File: src/design/mfd_pkg.sv
package mfd_pkg;

  localparam int LEN_W = 21;

  localparam logic [7:0] BYTE_FF  = 8'hFF;
  localparam logic [7:0] BYTE_SOI = 8'hD8;
  localparam logic [7:0] BYTE_EOI = 8'hD9;

  localparam logic [LEN_W-1:0] MAX_FRAME_RESET = LEN_W'(81920);
  localparam logic [LEN_W-1:0] LEN_SAT         = {LEN_W{1'b1}};
  localparam logic [LEN_W-1:0] LEN_ONE         = LEN_W'(1);
  localparam logic [LEN_W-1:0] LEN_TWO         = LEN_W'(2);

  typedef struct packed {
    logic [7:0] in_byte;
    logic       stream_end;
  } in_item_t;

  typedef struct packed {
    logic [7:0]       out_byte;
    logic             frame_start;
    logic             frame_end;
    logic             frame_abort;
    logic [LEN_W-1:0] frame_length;
    logic             run_last;
  } out_item_t;

  typedef struct packed {
    logic [1:0] n;
    out_item_t  r0;
    out_item_t  r1;
  } mfd_push_t;

endpackage

File: src/design/mfd_core.sv
module mfd_core (
  input  logic                      clk,
  input  logic                      rst_n,
  input  logic                      accept,
  input  mfd_pkg::in_item_t         item,
  input  logic                      cfg_we,
  input  logic [mfd_pkg::LEN_W-1:0] cfg_wdata,
  output mfd_pkg::mfd_push_t        push
);
  import mfd_pkg::*;

  logic             in_frame_r, in_frame_nxt;
  logic             saw_ff_r, saw_ff_nxt;
  logic [LEN_W-1:0] count_r, count_nxt;
  logic [LEN_W-1:0] max_r;
  logic [LEN_W-1:0] len;
  logic             drop;

  always_ff @(posedge clk) begin
    if (!rst_n) begin
      in_frame_r <= 1'b0;
      saw_ff_r   <= 1'b0;
      count_r    <= '0;
      max_r      <= MAX_FRAME_RESET;
    end else begin
      if (accept) begin
        in_frame_r <= in_frame_nxt;
        saw_ff_r   <= saw_ff_nxt;
        count_r    <= count_nxt;
      end
      if (cfg_we) begin
        max_r <= cfg_wdata;
      end
    end
  end

  always_comb begin
    len          = (count_r == LEN_SAT) ? count_r : count_r + LEN_ONE;
    drop         = item.stream_end || (max_r <= LEN_TWO);
    in_frame_nxt = in_frame_r;
    saw_ff_nxt   = saw_ff_r;
    count_nxt    = count_r;
    push         = '0;
    push.r0.out_byte     = item.in_byte;
    push.r0.frame_length = len;
    push.r0.run_last     = 1'b1;
    if (!in_frame_r) begin
      if (saw_ff_r && item.in_byte == BYTE_SOI) begin
        push.n                  = 2'd2;
        push.r0.out_byte        = BYTE_FF;
        push.r0.frame_start     = 1'b1;
        push.r0.frame_length    = LEN_ONE;
        push.r0.run_last        = 1'b0;
        push.r1.out_byte        = BYTE_SOI;
        push.r1.frame_abort     = drop;
        push.r1.frame_length    = LEN_TWO;
        push.r1.run_last        = 1'b1;
        in_frame_nxt            = !drop;
        saw_ff_nxt              = 1'b0;
        count_nxt               = drop ? '0 : LEN_TWO;
      end else begin
        saw_ff_nxt = !item.stream_end && (item.in_byte == BYTE_FF);
      end
    end else begin
      push.n = 2'd1;
      if (saw_ff_r && item.in_byte == BYTE_EOI) begin
        push.r0.frame_end = 1'b1;
        in_frame_nxt      = 1'b0;
        saw_ff_nxt        = 1'b0;
        count_nxt         = '0;
      end else if (item.stream_end || len >= max_r || len == LEN_SAT) begin
        push.r0.frame_abort = 1'b1;
        in_frame_nxt        = 1'b0;
        saw_ff_nxt          = 1'b0;
        count_nxt           = '0;
      end else begin
        count_nxt  = len;
        saw_ff_nxt = (item.in_byte == BYTE_FF);
      end
    end
  end

endmodule

File: src/design/mfd_queue.sv
module mfd_queue (
  input  logic                clk,
  input  logic                rst_n,
  input  logic                accept,
  input  mfd_pkg::mfd_push_t  push,
  output logic                full,
  output logic                out_valid,
  input  logic                out_stall,
  output mfd_pkg::out_item_t  out_data
);
  import mfd_pkg::*;

  out_item_t  mem [4];
  logic [1:0] wr_ptr_r, rd_ptr_r;
  logic [2:0] count_r;
  logic [1:0] n_in;
  logic       pop;

  assign n_in      = accept ? push.n : 2'd0;
  assign out_valid = (count_r != 3'd0);
  assign pop       = out_valid && !out_stall;
  assign full      = (count_r > 3'd2);
  assign out_data  = mem[rd_ptr_r];

  always_ff @(posedge clk) begin
    if (n_in != 2'd0) begin
      mem[wr_ptr_r] <= push.r0;
    end
    if (n_in == 2'd2) begin
      mem[wr_ptr_r + 2'd1] <= push.r1;
    end
  end

  always_ff @(posedge clk) begin
    if (!rst_n) begin
      wr_ptr_r <= '0;
      rd_ptr_r <= '0;
      count_r  <= '0;
    end else begin
      wr_ptr_r <= wr_ptr_r + n_in;
      rd_ptr_r <= rd_ptr_r + {1'b0, pop};
      count_r  <= count_r + {1'b0, n_in} - {2'b00, pop};
    end
  end

endmodule

File: src/design/mjpeg_frame_delimiter.sv
// Channel   Dir  Handshake           Payload
// in        in   in_valid/in_stall   in_data   (in_byte, stream_end)
// out       out  out_valid/out_stall out_data  (out_byte, flags, frame_length, run_last)
// cfg       in   cfg_we              cfg_wdata (max_frame_bytes)
//
// One byte per cycle in while in_stall is low; a start marker pushes two items, every frame byte one.
// The result queue holds four items; in_stall rises while more than two wait.
// Results are written into the queue and reach out_data once earlier items have been popped.
// Synchronous active-low reset: hunting, queue empty, limit 81920.
module mjpeg_frame_delimiter (
  input  logic                      clk,
  input  logic                      rst_n,
  input  logic                      in_valid,
  output logic                      in_stall,
  input  mfd_pkg::in_item_t         in_data,
  output logic                      out_valid,
  input  logic                      out_stall,
  output mfd_pkg::out_item_t        out_data,
  input  logic                      cfg_we,
  input  logic [mfd_pkg::LEN_W-1:0] cfg_wdata
);
  import mfd_pkg::*;

  mfd_push_t push;
  logic      full;
  logic      accept;

  assign in_stall = full;
  assign accept   = in_valid && !full;

  mfd_core u_core (
    .clk      (clk),
    .rst_n    (rst_n),
    .accept   (accept),
    .item     (in_data),
    .cfg_we   (cfg_we),
    .cfg_wdata(cfg_wdata),
    .push     (push)
  );

  mfd_queue u_queue (
    .clk      (clk),
    .rst_n    (rst_n),
    .accept   (accept),
    .push     (push),
    .full     (full),
    .out_valid(out_valid),
    .out_stall(out_stall),
    .out_data (out_data)
  );

endmodule

File: config.mk
export PLATFORM = sky130hd
export DESIGN_NAME = mjpeg_frame_delimiter
export DESIGN_NICKNAME = d
export VERILOG_FILES = /design/src/design/mfd_pkg.sv /design/src/design/mfd_core.sv /design/src/design/mfd_queue.sv /design/src/design/mjpeg_frame_delimiter.sv
export SDC_FILE = /design/constraint.sdc
export NUM_CORES = 1
export LEC_CHECK = 0
export BUFFER_PORTS_ARGS = -buffer_cell sky130_fd_sc_hd__buf_4
export CORE_MARGIN = 5
export CORE_UTILIZATION = 24
export DETAILED_ROUTE_END_ITERATION = 8
export PLACE_DENSITY = 0.48
export SLEW_MARGIN = 30
export SYNTH_ARGS = -nofsm -noshare
export SYNTH_HDL_FRONTEND = slang
export SYNTH_SLANG_ARGS = --single-unit
File: constraint.sdc
create_clock -name clk -period 4.3 [get_ports clk]
set_clock_uncertainty 0.1 [all_clocks]
set_input_delay 0.215 -clock clk [delete_from_list [all_inputs] [get_ports clk]]
set_output_delay 0.215 -clock clk [all_outputs]
set_load 0.03 [all_outputs]
==> impl_results.md <==
- Highest Clock Rate: 250 MHz
- Clk_lat worst skew: 440 ps
- Buffers & Inverters on Critical Path: 2
- Die W: 200 µm
- Die area: 39,900 µm²
- Num rows: 69
- Worst min path class: primary input to register
- Part of the cycle the worst path needs: 92.9%
- R2r startpoint: u_core.count_r[0]$_SDFFE_PN0P_
- Max Cap Viol: 0
- Ys async rst share: 0%
- Final min period: 3990 ps
- Nets: 1,044
- CP Cell Sequence: ha_1 -> and3_1 -> and4_4 -> and3_2 -> mux2i_1 -> inv_1 -> ha_1 -> nand4_1 -> nor4_1 -> o21ai_0 -> a31oi_1 -> a2111oi_2 -> buf_4 -> a211o_2 -> o22ai_1
- Area of the mapped netlist: 8630 µm²
- Worst setup path start: u_core.count_r[0]$_SDFFE_PN0P_
- H-Tree Depth: 4
- Critical Path RT: 4470 ps
- First-pass GRT wire length: 40.4 mm
- I/O Pins: 70
- CTS Root Buffer Type: clkbuf_16
- Delay-heaviest family, CP: simple AND/OR/NAND/NOR gates
- Seq. cell area: 3950 µm²
- Dpl cell area: 9730 µm²
- Initial Utilization: 24.3%
- Crit. End Element: register
- Top layer in use: met4
- R2r worst-path depth: 15
- Worst hold stages: 3
- Share of post-route cells with drive strength above 1: 19.0%
- Slew HR: 50.8%
- Via Count: 6,865
- Synth warn: 0
- Hold EP: u_queue.mem[0][27]$_SDFFE_PP0P_
- Final Setup Violations: 0
- Met3 wire len: 1.39 mm
- Startpoint Class: register
- Filler Cells Inserted: 3,779
- Status: finished, final reports clean
- CP peak stage delay: 370 ps
- Hold path start: in_data[3]
- Number of distinct library cells after synthesis: 65
- VDD IR-drop max: 0.291 mV
- Final count of hold timing violations: 0
- Reg2Reg Setup Slack: 310 ps
- Total congestion overflow: 0
- Setup_tns: 0 ps
- WP depth: 15
- Worst Tran Pin Value: 737 ps
- GRT Total Usage: 13.2%
- CTS Buffer Depth: 2
- Syn_nets: 960
- Synth Flop Type: dfxtp_1
- Initial DRT Pass Iterations: 5
- Clock-pin slew on the worst setup and hold paths: 70 ps
- Final total power: 4.02 mW
- EDFF count, synth: 28
- Met2 WL post-DR: 12.0 mm
- Slowest cell on crit path: a211o_2
- PD cells: 380 nW/µm²
- Setup CP Type: register to register
- Final core occ: 29.7%
- Leak: 4.15 nW
- Vias in the first global route: 6,872
- Clock sinks: 183
- Final ANT Viol Nets: 0
- Initial antenna violation count: 0
- Arrival time at the worst endpoint: 4160 ps
- Die Ht: 200 µm
- Area grow syn2layout: 22.6%
- DRC viols: 0
- Most frequent cells in the layout: dfxtp_1 (153), nand2_1 (111), buf_4 (99)
- Vias per cell: 4.72
- Final instance area: 10,600 µm²
- Reg2reg end: u_queue.mem[2][22]$_DFFE_PP_
- Syn Inst Count: 897
- Largest fanout on the critical path: 7
- Drt initial violations: 410
- Most frequent CP cell: ha_1
- Mapped Avg Cell Area: 9.62 µm²
- M1 WL: 11.7 mm
- Ant diodes: 0
- Placer Congestion: 0.885
- Commonest non-fill, non-tap cell in the layout: dfxtp_1
- Unrepaired setup endpoints after global routing: no
- Max-slew violation count: 0
- Clock buffer count from CTS: 17
- Seq/Total Area, Yosys: 45.7%
- Buffers on Ports: 69
- Largest net degree at the start of global routing: 50
- Clock tree from TritonCTS: done
- CORE AREA: 35,600 µm²
- WL per Instance: 17.5 µm
- Dpl hpwl: 17.7 mm
- Area of the multi-input gates: 4270 µm²
- Seq cells post-synth: 183
- Final WL: 25.5 mm
==> cells by family after synthesis <==
group,Yosys count,synth area share [%]
AOI/OAI and AO/OA,176,12.6
adders and majority gates,28,4.15
xor gates and xnor gates,21,2.13
muxes,54,11.0
buffers and inverters,113,5.19
DFF,183,45.7
and+or+nand+nor,322,19.2
==> tightest hold or removal path: stages <==
cell,delay [ps]
buf_4,110
nor2_1,90
o21ai_0,130
==> routing by layer <==
metal | GRT usage [%] | vias to the layer above
met4 | 3.42 | 0
met3 | 2.51 | 26
li1 | - | 3354
met1 | 17.9 | 3310
met5 | 0 | -
met2 | 21.6 | 175
==> flip-flops by register name (all words and copies together) (netlist names) <==
signal and count:
u_queue.count_r 3, u_core.saw_ff_r 1, u_queue.rd_ptr_r 2, u_core.count_r 21, u_core.in_frame_r 1, u_core.max_r 21, u_queue.wr_ptr_r 2, u_queue.mem 132
==> area by class of cell <==
| cell class | count | area share (%) |
|---|---|---|
| multi-input combinational | 601 | 40.3 |
| sequential | 183 | 37.3 |
| inverter | 57 | 2.02 |
| timing repair buffer | 121 | 9.10 |
| tap | 461 | 5.45 |
| clock buffer | 17 | 4.02 |
| clock inverter | 15 | 1.76 |
==> how the worst max path moves through the flow <==
stage                                                  to  slack (ps)
after global placement       u_queue.mem[2][22]$_DFFE_PP_         350
after CTS                  u_core.count_r[6]$_SDFFE_PN0P_         270
after global routing       u_core.count_r[3]$_SDFFE_PN0P_          10
final                        u_queue.mem[2][22]$_DFFE_PP_         310
after floorplan           u_core.count_r[14]$_SDFFE_PN0P_         360
after detailed placement   u_core.count_r[6]$_SDFFE_PN0P_         300
==> report_power, final <==
group	switching [mW]	internal [mW]	leakage [nW]
combinational	0.259	0.270	2.30
sequential	0.105	1.76	1.55
clock	0.786	0.836	0.299
total	1.15	2.87	4.15
==> synth_stat cells (19+ instances only) <==
| cell | n | share of area [%] |
|---|---|---|
| dfxtp_1 | 155 | 36 |
| nand2_1 | 111 | 4.8 |
| o21ai_0 | 97 | 5.6 |
| nand3_1 | 57 | 3.3 |
| inv_1 | 56 | 2.4 |
| nor2_1 | 47 | 2.0 |
| clkbuf_1 | 41 | 1.8 |
| mux4_2 | 33 | 8.6 |
| edfxtp_1 | 28 | 9.7 |
| ha_1 | 27 | 3.9 |
| nor2b_1 | 25 | 1.8 |
| mux2i_1 | 21 | 2.4 |
| a22o_1 | 20 | 2.0 |
| a21oi_1 | 19 | 1.1 |
==> metrics by stage <==
step / instances / setup WS (ps) / hold WS, ps
floorplan: 897 / 364 / 245
global placement: 1400 / 353 / 330
detailed placement: 1400 / 295 / 337
CTS: 1454 / 269 / 18.7
global route: 1455 / 10.3 / 49.3
finish: 1455 / 307 / 37.6
==> repair_timing <==
item / in CTS / in global routing
gates resized for setup: 0 / 3
hold buffers: 22 / 0
endpoints found under the hold margin: 25 / 0
setup endpoints to repair: 0 / 22
buffers inserted: 0 / 1
Note: power is estimated with default switching activity, not from simulation.
